## config.mk

```make
export PLATFORM = sky130hd
export DESIGN_NAME = multi_button_edge_debouncer_top
export DESIGN_NICKNAME = d
export VERILOG_FILES = /design/src/sv/mbed_pkg.sv /design/src/sv/mbed_lane.sv /design/src/sv/mbed_cfg.sv /design/src/sv/multi_button_edge_debouncer_top.sv
export VERILOG_INCLUDE_DIRS = /design/src /design/src/sv
export SDC_FILE = /design/constraint.sdc
export NUM_CORES = 1
export LEC_CHECK = 0
export CORE_ASPECT_RATIO = 1.5
export CORE_UTILIZATION = 50
export CTS_CLUSTER_DIAMETER = 50
export DETAILED_ROUTE_END_ITERATION = 10
export DONT_BUFFER_PORTS = 1
export PLACE_DENSITY = 0.79
export SYNTH_ARGS = -nofsm -noshare
export SYNTH_HDL_FRONTEND = slang
export SYNTH_SLANG_ARGS = --single-unit
export TNS_END_PERCENT = 30
```

## constraint.sdc

```tcl
create_clock -name clk -period 2.45 [get_ports clk]
set_input_delay 0.1225 -clock clk [delete_from_list [all_inputs] [get_ports clk]]
set_output_delay 0.1225 -clock clk [all_outputs]
set_load 0.05 [all_outputs]
```

## src/sv/multi_button_edge_debouncer_top_defines.svh

```systemverilog
// ----------------------------------------------------------------------------
// multi_button_edge_debouncer_top_defines.svh
// Assertion macros used by the debouncer top level.
// ----------------------------------------------------------------------------
`ifndef MULTI_BUTTON_EDGE_DEBOUNCER_TOP_DEFINES_SVH
`define MULTI_BUTTON_EDGE_DEBOUNCER_TOP_DEFINES_SVH

// Clocked assertion, quiet while reset is asserted
`define MBED_ASSERT(lbl, prop, msg) \
    lbl: assert property (@(posedge clk) disable iff (!rst_n) prop) else $error(msg);

// Clocked assertion that also holds during reset
`define MBED_ASSERT_ALWAYS(lbl, prop, msg) \
    lbl: assert property (@(posedge clk) prop) else $error(msg);

`endif

```

## src/sv/mbed_pkg.sv

```systemverilog
`timescale 1ns / 1ps
// ----------------------------------------------------------------------------
// mbed_pkg
// Types and constants shared by the button debouncer modules.
// ----------------------------------------------------------------------------
package mbed_pkg;

    // Debounced lane state codes
    typedef enum logic [1:0] {
        ST_HIGH    = 2'd0,
        ST_FALLING = 2'd1,
        ST_LOW     = 2'd2,
        ST_RISING  = 2'd3
    } lane_state_t;

    // Register select, taken from paddr[2]
    localparam logic REG_ACTIVE = 1'b0;
    localparam logic REG_STABLE = 1'b1;

    localparam int RAW_W      = 8;
    localparam int OUT_LANES  = 8;
    localparam int THR_W      = 8;
    localparam int CNT_W      = 8;
    localparam int ADDR_W     = 3;
    localparam int DATA_W     = 32;
    localparam int ACT_WR_W   = 4;
    localparam logic [THR_W-1:0] STABLE_RESET = 8'd10;

    // Per-lane control from the top level
    typedef struct packed {
        logic             clear;
        logic             tick;
        logic [THR_W-1:0] stable_ticks;
    } lane_ctrl_t;

    // Configuration events to the datapath
    typedef struct packed {
        logic             clear_lanes;
        logic [THR_W-1:0] stable_ticks;
    } cfg_status_t;

endpackage

```

## src/sv/mbed_lane.sv

```systemverilog
`timescale 1ns / 1ps
// ----------------------------------------------------------------------------
// mbed_lane
// One debounce lane: four-state debounced value and disagreement counter.
// ----------------------------------------------------------------------------
module mbed_lane
(
    input  logic                 clk,
    input  logic                 rst_n,
    input  mbed_pkg::lane_ctrl_t ctrl,
    input  logic                 level,
    output logic [1:0]           state
);
    import mbed_pkg::*;

    lane_state_t       state_reg, state_next;
    logic [CNT_W-1:0]  count_reg, count_next;
    lane_state_t       settled;
    logic [CNT_W-1:0]  count_inc;
    logic              settled_lvl;

    // Settle one-tick edge states, then compare against the raw level
    always_comb
    begin
        case (state_reg)
            ST_FALLING: settled = ST_LOW;
            ST_RISING:  settled = ST_HIGH;
            ST_HIGH:    settled = ST_HIGH;
            ST_LOW:     settled = ST_LOW;
            default:    settled = ST_HIGH;
        endcase
        settled_lvl = (settled == ST_HIGH);
        count_inc   = count_reg + CNT_W'(1);
        state_next  = state_reg;
        count_next  = count_reg;
        if (ctrl.clear)
        begin
            state_next = ST_HIGH;
            count_next = '0;
        end
        else if (ctrl.tick)
        begin
            state_next = settled;
            if (level == settled_lvl)
            begin
                count_next = '0;
            end
            else if (count_inc == ctrl.stable_ticks)
            begin
                count_next = '0;
                state_next = settled_lvl ? ST_FALLING : ST_RISING;
            end
            else
            begin
                count_next = count_inc;
            end
        end
    end

    // Hold lane state and counter
    always_ff @(posedge clk or negedge rst_n)
    begin
        if (!rst_n)
        begin
            state_reg <= ST_HIGH;
            count_reg <= '0;
        end
        else
        begin
            state_reg <= state_next;
            count_reg <= count_next;
        end
    end

    assign state = state_reg;

endmodule

```

## src/sv/mbed_cfg.sv

```systemverilog
`timescale 1ns / 1ps
// ----------------------------------------------------------------------------
// mbed_cfg
// APB register file: active lane count and stable tick threshold.
// ----------------------------------------------------------------------------
module mbed_cfg
#(
    parameter int NUM_LANES = 8
)
(
    input  logic                                clk,
    input  logic                                rst_n,
    input  logic                                psel,
    input  logic                                penable,
    input  logic                                pwrite,
    input  logic [mbed_pkg::ADDR_W-1:0]         paddr,
    input  logic [mbed_pkg::DATA_W-1:0]         pwdata,
    output logic [mbed_pkg::DATA_W-1:0]         prdata,
    output logic                                pready,
    output logic [$clog2(NUM_LANES+1)-1:0]      active_count,
    output mbed_pkg::cfg_status_t               status
);
    import mbed_pkg::*;

    localparam int AW  = $clog2(NUM_LANES + 1);
    localparam int SW  = 6;

    logic [AW-1:0]    active_reg, active_next;
    logic [THR_W-1:0] stable_reg, stable_next;
    logic             wr_en;
    logic             wr_active;
    logic [SW-1:0]    wr_count;
    logic [SW-1:0]    sat_count;

    assign pready    = 1'b1;
    assign wr_en     = psel && penable && pwrite && pready;
    assign wr_active = wr_en && (paddr[2] == REG_ACTIVE);

    // Saturate the written lane count to the lanes present
    always_comb
    begin
        wr_count    = SW'(pwdata[ACT_WR_W-1:0]);
        sat_count   = (wr_count > SW'(NUM_LANES)) ? SW'(NUM_LANES) : wr_count;
        active_next = active_reg;
        stable_next = stable_reg;
        if (wr_active)
            active_next = AW'(sat_count);
        if (wr_en && (paddr[2] == REG_STABLE))
            stable_next = pwdata[THR_W-1:0];
    end

    always_ff @(posedge clk or negedge rst_n)
    begin
        if (!rst_n)
        begin
            active_reg <= '0;
            stable_reg <= STABLE_RESET;
        end
        else
        begin
            active_reg <= active_next;
            stable_reg <= stable_next;
        end
    end

    // Read back
    assign prdata = (paddr[2] == REG_ACTIVE) ? DATA_W'(active_reg) : DATA_W'(stable_reg);

    assign active_count        = active_reg;
    assign status.clear_lanes  = wr_active;
    assign status.stable_ticks = stable_reg;

endmodule

```

## src/sv/multi_button_edge_debouncer_top.sv

```systemverilog
`timescale 1ns / 1ps
// ----------------------------------------------------------------------------
// multi_button_edge_debouncer_top
// Multi-lane counter-based button debouncer with stream ports and APB config.
// ----------------------------------------------------------------------------
// Each input word is one sample tick holding a raw level per lane. It is
// captured in an input register and, once the result slot is free, every
// active lane updates its debounced state and disagreement counter in
// parallel; the lane state registers then form the result word (two bits
// per lane: 0 high, 1 falling, 2 low, 3 rising). One word per cycle is
// sustained while m_tready is high. Writing the active lane count
// (address 0) puts all lanes back to high; address 4 holds the threshold.
// Configure only while no word is in flight.
module multi_button_edge_debouncer_top
#(
    parameter int NUM_LANES = 8
)
(
    input  logic                         clk,
    input  logic                         rst_n,
    // stream in
    input  logic                         s_tvalid,
    output logic                         s_tready,
    input  logic [7:0]                   s_tdata,   // [7:0] raw_levels
    // stream out
    output logic                         m_tvalid,
    input  logic                         m_tready,
    output logic [15:0]                  m_tdata,   // [15:0] lane_states
    // configuration
    input  logic                         psel,
    input  logic                         penable,
    input  logic                         pwrite,
    input  logic [mbed_pkg::ADDR_W-1:0]  paddr,
    input  logic [mbed_pkg::DATA_W-1:0]  pwdata,
    output logic [mbed_pkg::DATA_W-1:0]  prdata,
    output logic                         pready
);
    import mbed_pkg::*;

    `include "multi_button_edge_debouncer_top_defines.svh"

    localparam int AW = $clog2(NUM_LANES + 1);

    logic             in_valid_reg, in_valid_next;
    logic [RAW_W-1:0] in_data_reg;
    logic             out_valid_reg, out_valid_next;
    logic             advance;
    logic [AW-1:0]    active_count;
    cfg_status_t      cfg;
    logic [1:0]       lane_state [NUM_LANES];

    // Register file
    mbed_cfg #(.NUM_LANES(NUM_LANES)) u_cfg
    (
        .clk          (clk),
        .rst_n        (rst_n),
        .psel         (psel),
        .penable      (penable),
        .pwrite       (pwrite),
        .paddr        (paddr),
        .pwdata       (pwdata),
        .prdata       (prdata),
        .pready       (pready),
        .active_count (active_count),
        .status       (cfg)
    );

    // Advance the held word into the lanes when the result slot frees up
    assign advance       = in_valid_reg && (!out_valid_reg || m_tready);
    assign s_tready      = !in_valid_reg || advance;
    assign in_valid_next = s_tready ? s_tvalid : in_valid_reg;

    always_comb
    begin
        if (advance)
            out_valid_next = 1'b1;
        else if (m_tready)
            out_valid_next = 1'b0;
        else
            out_valid_next = out_valid_reg;
    end

    always_ff @(posedge clk or negedge rst_n)
    begin
        if (!rst_n)
        begin
            in_valid_reg  <= 1'b0;
            out_valid_reg <= 1'b0;
        end
        else
        begin
            in_valid_reg  <= in_valid_next;
            out_valid_reg <= out_valid_next;
        end
    end

    // Capture the input word
    always_ff @(posedge clk)
    begin
        if (s_tvalid && s_tready)
            in_data_reg <= s_tdata;
    end

    // Lanes
    for (genvar i = 0; i < NUM_LANES; i++)
    begin : g_lane
        lane_ctrl_t ctrl;
        logic       level;

        assign ctrl.clear        = cfg.clear_lanes;
        assign ctrl.tick         = advance && (AW'(i) < active_count);
        assign ctrl.stable_ticks = cfg.stable_ticks;

        if (i < RAW_W)
        begin : g_in
            assign level = in_data_reg[i];
        end
        else
        begin : g_nin
            assign level = 1'b0;
        end

        mbed_lane u_lane
        (
            .clk   (clk),
            .rst_n (rst_n),
            .ctrl  (ctrl),
            .level (level),
            .state (lane_state[i])
        );
    end

    // Pack the reported lanes; missing lanes read as zero
    for (genvar j = 0; j < OUT_LANES; j++)
    begin : g_pack
        if (j < NUM_LANES)
        begin : g_on
            assign m_tdata[2*j +: 2] = lane_state[j];
        end
        else
        begin : g_off
            assign m_tdata[2*j +: 2] = 2'b00;
        end
    end

    assign m_tvalid = out_valid_reg;

    // Checks
    `MBED_ASSERT(a_clear_all_high, cfg.clear_lanes |=> (m_tdata == 16'h0000),
        "lanes not back to high after active count write")
    `MBED_ASSERT(a_hold_when_idle, (!advance && !cfg.clear_lanes) |=> $stable(m_tdata),
        "lane states changed without a word")
    `MBED_ASSERT(a_full_blocks, (in_valid_reg && !advance) |-> !s_tready,
        "input taken while the held word is blocked")
    `MBED_ASSERT_ALWAYS(a_reset_empty, !rst_n |-> (!m_tvalid && s_tready),
        "pipeline not empty in reset")

endmodule
```

# Yosys cells after proc, flatten, opt, wreduce, memory -nomap -nowiden
# Index checks and enable logic that the tools add are counted.
[classes]
addsub = 8
reduce_logical = 59
n_bitwise = 1
muxes = 84
eq_ne = 40
magnitude_cmp = 9
[op_table]
columns = ["operator", "count"]
rows = [
  ["$mux 8", 33],
  ["$mux 2", 40],
  ["$add 8x1->8 const B", 8],
  ["$eq 8x8->1", 8],
  ["$eq 2x2->1 const B", 16],
  ["$logic_not 2->1", 16],
  ["$pmux 2 s2", 8],
  ["$reduce_or 2->1", 16],
  ["$reduce_bool 2->1", 9],
  ["$eq 2x1->1 const B", 8],
  ["$lt 3x4->1 const A", 4],
  ["$logic_and 1x1->1", 14],
  ["$eq 1x1->1", 8],
  ["$lt 1x4->1 const A", 2],
  ["$lt 2x4->1 const A", 2],
  ["$gt 4x4->1 const B", 1],
  ["$mux 4", 1],
  ["$logic_not 1->1", 2],
  ["$logic_or 1x1->1", 2],
  ["$mux 1", 2],
  ["$not 1->1", 1],
]
[word_totals]
regBits = 102
inputBits = 50
out_inout_bits = 51
elab_cells = 222

# Depth between registers and ports, before layout
# Gate-level depths: netlist of the first run.
[logic_depth]
word_depth = 9
ltp_mapped = 9
ltp_nobuf = 7

# Hierarchy
# From an unflattened synthesis of the first run, not the netlist that was laid out.
[hier_totals]
hier_cells = 836
area_unflattened_um2 = 7738.7
[modules_own_cells]
columns = ["module", "seq_area_each_um2", "area_per_inst_um2", "n_inst", "cells_each"]
rows = [
  ["mbed_lane", 250.2, 813.3, 8, 92],
  ["mbed_cfg", 302.8, 794.5, 1, 67],
  ["multi_button_edge_debouncer_top", 290.3, 437.9, 1, 33],
]

# Worst setup path after synthesis of the first run
# OpenSTA, ideal clock, no wires.
[synth_timing]
path_type = "register to register"
startpoint = "register g_lane[2].u_lane.count_reg[0]"
endpoint = "register g_lane[2].u_lane.count_reg[1]"
arrival_ns = 2.219
period_less_slack_ns = 2.340
path_buffers = 1
required_time_ns = 2.328
setup_time_ns = 0.122
path_stages_with_launch = 8
path_slack_ns = 0.110
path_cell_list = "dfrtp_1 ha_1 nand3_1 or3_1 a2111oi_4 o211ai_2 buf_2 a32o_1"
[synth_via]
elab_chain_cells = 6
[synth_lines]
columns = ["item", "line", "rtl"]
rows = [
  ["start: declaration", "mbed_lane.sv:17", "logic [CNT_W-1:0] count_reg, count_next;"],
  ["start signal: assignment", "mbed_lane.sv:71", "count_reg <= count_next;"],
  ["$add 8x1->8 (*)", "mbed_lane.sv:33", "count_inc = count_reg + CNT_W'(1);"],
  ["$eq 8x8->1", "mbed_lane.sv:48", "else if (count_inc == ctrl.stable_ticks)"],
  ["$mux 8 (*)", "mbed_lane.sv:48", ""],
  ["$mux 8 (*)", "mbed_lane.sv:44", "if (level == settled_lvl)"],
  ["$mux 8 (*)", "mbed_lane.sv:41", "else if (ctrl.tick)"],
  ["$mux 8 (*)", "mbed_lane.sv:36", "if (ctrl.clear)"],
]
# Mark *: on every way between the ends. The rest lies on a longest branch, timed or not. The select of a mux whose other input is x is not followed.
# A chain may end at the register's enable or synchronous reset.

# Worst setup path in the final report of the first run
[layout_timing]
startpoint = "register g_lane[3].u_lane.count_reg[0]"
endpoint = "register g_lane[3].u_lane.count_reg[4]"
[layout_via]
elab_chain_cells = 6
[layout_lines]
columns = ["item", "line"]
rows = [
  ["start: declaration", "mbed_lane.sv:17"],
  ["start signal: assignment", "mbed_lane.sv:71"],
  ["$add 8x1->8 (*)", "mbed_lane.sv:33"],
  ["$eq 8x8->1", "mbed_lane.sv:48"],
  ["$mux 8 (*)", "mbed_lane.sv:48"],
  ["$mux 8 (*)", "mbed_lane.sv:44"],
  ["$mux 8 (*)", "mbed_lane.sv:41"],
  ["$mux 8 (*)", "mbed_lane.sv:36"],
]
# Marks and branches as above.

==> impl_metrics.toml, run 1 <==
[setup_path]
slowest_delay_ns = 0.40
cpMaxStageDelayCell = "dfrtp_1"
path_class = "register to register"
crit_required_ns = 2.68
worst-path-max-fanout = 6
worstPathArrival_ns = 2.61
crit_path_start_kind = "register"
worst_r2r_startpoint = "g_lane[3].u_lane.count_reg[0]$_DFFE_PN0P_"
critPathCaptureType = "register"
cp_cell_sequence = "ha_1 -> o21ba_2 -> a221oi_1 -> o2111ai_1 -> a211oi_4 -> nor2_1 -> a221o_1"
startpoint = "g_lane[3].u_lane.count_reg[0]$_DFFE_PN0P_"

[grt]
grt_pass1_vias = 6205
grt_use_total = 0.263
grt_pass1_wl_um = 30200
grt_start_max_net_pins = 95
antenna_found_initial = 0
overflow = 0

[routing]
drtAntennaViolNets = 0
wl_per_cell_um = 18.2
avgViaCountPerCell = 6.07
dr.pass1.iters = 5
drtIter0Drc = 366
route.detailed.drc = 0
drt-total-wl_um = 18900
num_vias = 6314

[yosys]
synth_edf_count = 8
synthFlopType = "dfrtp_1"
synth_cell_types = 77
synth.avg_cell_area_um2 = 9.08
ys_seq_elements = 102
synth_area_um2 = 7160
async_flop_share = 0.922
seq_area_frac_synth = 0.363
yosysWarnings = 0
synthCells = 788

[timing]
slew_viol_final = 0
min_period_over_period = 0.972
fmax_mhz = 420
period_minus_slack_ns = 2.38
finalSetupTns_ns = 0
max-slew-margin-rel = 0.471
worst_clock_skew_ns = 0.00801
hold_violations = 0
rsz0062_at_grt = "true"
worstMarginPinSlew_ns = 0.794
setup_viol = 0

[pwr]
power_mw = 6.04
power_density_nw_per_um2 = 734
p_leak_nw = 3.54
ir_drop_mv = 0.506

[die]
die_h_um = 149
coreArea_um2 = 14000
fp.dieW_um = 99.7
initial_core_util = 0.511
ios = 101
dieArea_um2 = 14800
rows = 53

[placement]
hpwl_um = 13000
dp.cells = 997
portBuffers = 0
gp_congestion = 0.964

[run]
drv_cap = 0

[layout]
fillers = 1165
largest_reg_flops = 64
final_common_cell = "dfrtp_1"
diodes = 0
drive_gt1_frac = 0.153
fin_util = 0.588
instances_no_fill = 1040
most-common-layout-cells = "92 x dfrtp_1, 79 x nand2_1, 71 x buf_4"
nNetsFinal = 901
register_area_um2 = 2590
area_delta_synth_final_pct = 14.9
multi_input_area_um2 = 4220

[cts]
cts_buffers = 9
cts_max_path_buffers = 2
cts.clk_slew.worst_paths_ns = 0.07
clock_latency_ns = 0.35
cts_root_buf = "clkbuf_16"
cts.sinks = 102
cts_tree = "done"
ctsHtreeMaxLevel = 3

[outcome]
status = "finished clean"

[worst_hold_path]
min_path_type = "input pin to register"
hold_start = "pwrite"
-- power breakdown --
group          total (mW)  switching (mW)  internal [mW]
combinational        2.42            1.40           1.01
clock                1.37           0.636          0.739
sequential           2.24           0.327           1.92
-- logic make-up (layout without fill, tap and decap cells) --
| group | count (synthesis) | count (layout) | share of synthesized area |
|---|---|---|---|
| buffers and inverters | 94 | 130 | 0.0689 |
| other | 2 | 25 | 0.00105 |
| and+or+nand+nor | 284 | 284 | 0.207 |
| muxes | 19 | 19 | 0.0290 |
| adders and majority gates | 8 | 8 | 0.0140 |
| AOI/OAI and AO/OA | 186 | 187 | 0.198 |
| xor gates and xnor gates | 93 | 93 | 0.120 |
| DFF | 102 | 102 | 0.363 |
-- layout make-up --
cell class	count	area share
Timing Repair Buffer	95	0.0998
Multi-Input combinational cell	616	0.513
Sequential cell	102	0.316
Tap cell	192	0.0292
Inverter	19	0.00867
Clock buffer	12	0.0312
Clock inverter	4	0.00259
-- synthesized netlist by cell type (14+ instances only) --
library cell / instances / area [um^2]
dfrtp_1: 92 / 2300
and3_1: 16 / 100
nand3_1: 45 / 225
a31oi_1: 19 / 119
nand2_1: 79 / 297
mux2_2: 14 / 158
a21o_1: 15 / 113
xor2_1: 46 / 403
clkbuf_1: 26 / 97.6
buf_4: 29 / 218
nor3_1: 16 / 80.1
inv_1: 19 / 71.3
nor2_1: 38 / 143
buf_2: 18 / 90.1
nand2b_1: 16 / 100
xnor2_1: 44 / 385
o21ai_0: 32 / 160
-- critical path, delay by kind of cell (launching register included) --
family / cells / cell delay [ns]
AOI/OAI and AO/OA: 5 / 1.42
adders and majority gates: 1 / 0.28
DFF: 1 / 0.40
and+or+nand+nor: 1 / 0.16
-- metrics by stage --
step | hold slack [ns] | cell area, um^2 | worst slack, ns
after floorplan | -0.173 | 7240 | 0.110
after global placement | -0.169 | 7620 | 0.0913
after detailed placement | -0.168 | 7620 | 0.0673
after CTS | 0.0683 | 8120 | 0.0181
after global routing | 0.0928 | 8220 | -0.0394
final | 0.0611 | 8220 | 0.0692
-- what timing repair did --
action	in CTS	in global routing
buffers inserted	0	5
hold buffers	21	0
setup endpoints to repair	0	27
endpoints found under the hold margin	118	0
gates resized for setup	0	9
-- routing by layer --
layer	share of wire	global-route usage	wire [um]	vias up
met3	0.055	0.0465	1040	68
li1	-	-	-	2927
met1	0.39	0.303	7420	3072
met2	0.50	0.452	9450	247
met5	0	0	0	-
met4	0.052	0.157	982	0
-- path summary, 6_finish.rpt --
check | to | slack [ns] | cells past startpoint
hold reg to reg | g_lane[1].u_lane.count_reg[6]$_DFFE_PN0P_ | 0.54 | 1
min in group asynchronous | g_lane[6].u_lane.count_reg[3]$_DFFE_PN0P_ | 0.31 | 2
hold / removal | g_lane[2].u_lane.state[1]$_DFFE_PN0P_ | 0.06 | 3
setup / recovery | g_lane[3].u_lane.count_reg[4]$_DFFE_PN0P_ | 0.07 | 7
max in group asynchronous | g_lane[0].u_lane.count_reg[4]$_DFFE_PN0P_ | 1.67 | 2
setup reg to reg | g_lane[3].u_lane.count_reg[4]$_DFFE_PN0P_ | 0.07 | 7
Note: power is estimated with default switching activity, not from simulation.
==> run 2, diff against run 1 <==
- PLACE_DENSITY: 0.79 -> 0.76
- clock period: 2.45 -> 2.8 ns (I/O delays scaled with it)
==> run 2 against run 1 <==
Net effect: clock-buffer cell count increased by 1; fmax shrank 8.8%; sequential power down 8%; first-iteration DRC count down 17%; die area stayed put; cell count down 3.9%; register-to-register slack improved by 0.12 ns; critical endpoint is now g_lane[1].u_lane.count_reg[3]$_DFFE_PN0P_; largest cell class unchanged.
==> impl_metrics.toml, run 2 (synthesis results as in run 1) <==
[pwr]
p_leak_nw = 3.36
p_int_mw = 3.27
seqPwrFrac = 0.391
ir_drop_mv = 0.432
pwr-share-comb = 0.342
p_sw_frac = 0.377
p_switching_mw = 1.98
clkPwrFrac = 0.267
power_density_nw_per_um2 = 666

[setup_path]
slowest_delay_ns = 0.45
cp_top_family = "compound AO/OA/AOI/OAI gates"
path_buf_inv = 0
crit_required_ns = 3.04
worstPathArrival_ns = 2.85
rr_endpoint = "g_lane[1].u_lane.count_reg[3]$_DFFE_PN0P_"
worst-path-max-fanout = 12
rrSetupSlack_ns = 0.19
endpoint = "g_lane[1].u_lane.count_reg[3]$_DFFE_PN0P_"
cpMaxStageDelayCell = "a222oi_1"
startpoint = "g_lane[1].u_lane.count_reg[0]$_DFFE_PN0P_"
crit_path_start_kind = "register"
ff2ff_path_depth = 7
cp_num_cells = 7
cp_cell_sequence = "ha_1 -> nand3_1 -> or3_1 -> a222oi_1 -> a31oi_2 -> a21o_1 -> a22o_1"
worst_r2r_startpoint = "g_lane[1].u_lane.count_reg[0]$_DFFE_PN0P_"
critPathCaptureType = "register"
path_class = "register to register"

[worst_hold_path]
hold_start = "paddr[2]"
min_path_type = "input pin to register"

[grt]
grt_start_max_net_pins = 95
antenna_found_initial = 0
grt_use_total = 0.253
use_met3 = 0.0461
grt_use_met1 = 0.301
grt.met2_usage = 0.436
grt_pass1_vias = 5843
overflow = 0
grt_pass1_wl_um = 29200
grt.busiest_layer = "met2"

[routing]
drt-total-wl_um = 17800
wl_per_cell_um = 17.8
drtIter0Drc = 305
avgViaCountPerCell = 6.07
num_vias = 6061
route.detailed.drc = 0
dr.pass1.iters = 7
drtAntennaViolNets = 0

[timing]
hold_violations = 0
rsz0062_at_grt = "false"
max-slew-margin-rel = 0.349
setup_viol = 0
worst_clock_skew_ns = 0.00521
period_minus_slack_ns = 2.61
finalSetupTns_ns = 0
fmax_mhz = 383
worstMarginPinSlew_ns = 0.970
slew_viol_final = 0
min_period_over_period = 0.932

[cts]
cts.clk_slew.worst_paths_ns = 0.07
cts_root_buf = "clkbuf_16"
ctsHtreeMaxLevel = 3
cts_max_path_buffers = 2
cts_tree = "done"
cts.sinks = 102
cts_buffers = 9
clock_latency_ns = 0.35

[layout]
largest_reg_flops = 64
final_common_cell = "dfrtp_1"
fin_util = 0.563
diodes = 0
drive_gt1_frac = 0.109
area_delta_synth_final_pct = 10.2
most-common-layout-cells = "92 x dfrtp_1, 79 x nand2_1, 46 x xor2_1"
nNetsFinal = 860

[placement]
portBuffers = 0
gp_congestion = 0.919
hpwl_um = 12500

[die]
ios = 101
fp.dieW_um = 99.7
coreArea_um2 = 14000
dieArea_um2 = 14800
die_h_um = 149
rows = 53
initial_core_util = 0.511

[outcome]
status = "finished clean"

[run]
drv_cap = 0
-- run 2: cell types whose count changed in the layout (fill, tap and decap cells not counted), moves of 2 or more --
cell	previous run	this run
buf_12	3	0
dlygate4sd3_1	20	18
buf_4	71	36
bufinv_16	0	2
-- run 2: power by group through the flow --
stage / sequential (mW) / combinational (mW) / clock [mW]
after detailed placement: 2.07 / 1.71 / 0
after CTS: 2.05 / 1.79 / 1.43
final: 2.05 / 1.80 / 1.40
after global routing: 2.08 / 1.95 / 1.48
after floorplan: 1.96 / 1.43 / 0
after global placement: 2.06 / 1.68 / 0
-- run 2: stage by stage --
stage               setup WS (ns)  hold WS (ns)  instance area [um^2]  total power, mW  cells
global route               0.0571        0.0264                  7880             5.51    999
global placement            0.233        -0.152                  7330             3.74    964
CTS                         0.140        0.0190                  7880             5.26    999
floorplan                   0.460        -0.156                  7240             3.38    811
finish                      0.189        0.0191                  7880             5.25    999
detailed placement          0.184        -0.152                  7330             3.79    964
-- run 2: final cells by class --
class,count,area (um^2)
Clock buffer,13,270
Clock inverter,3,65.1
Fill cell,1244,6110
Inverter,19,71.3
Multi-Input combinational cell,615,4160
Sequential cell,102,2590
Tap cell,192,240
Timing Repair Buffer,55,478
-- run 2: worst min-delay path by stage --
| stage | end | cells after the start | slack, ns |
|---|---|---|---|
| 6_report | g_lane[0].u_lane.state[1]$_DFFE_PN0P_ | 2 | 0.02 |
| 5_1_grt | g_lane[4].u_lane.state[1]$_DFFE_PN0P_ | 2 | 0.03 |
| 4_1_cts | g_lane[0].u_lane.state[1]$_DFFE_PN0P_ | 2 | 0.02 |
| 3_5_place_dp | g_lane[6].u_lane.count_reg[4]$_DFFE_PN0P_ | 0 | -0.15 |
| 3_3_place_gp | g_lane[6].u_lane.count_reg[4]$_DFFE_PN0P_ | 0 | -0.15 |
| 2_1_floorplan | g_lane[0].u_lane.count_reg[0]$_DFFE_PN0P_ | 0 | -0.16 |
-- run 2: routing by layer --
metal | part of all wire | vias up
li1 | - | 2854
met1 | 0.40 | 2937
met2 | 0.50 | 225
met3 | 0.057 | 45
met4 | 0.041 | 0
met5 | 0 | -
-- run 2: what timing repair did --
action | CTS | global route
hold buffers | 19 | 0
endpoints found under the setup margin | 0 | 2
gates resized for setup | 0 | 1
setup buffers | 0 | 0
endpoints found under the hold margin | 115 | 0
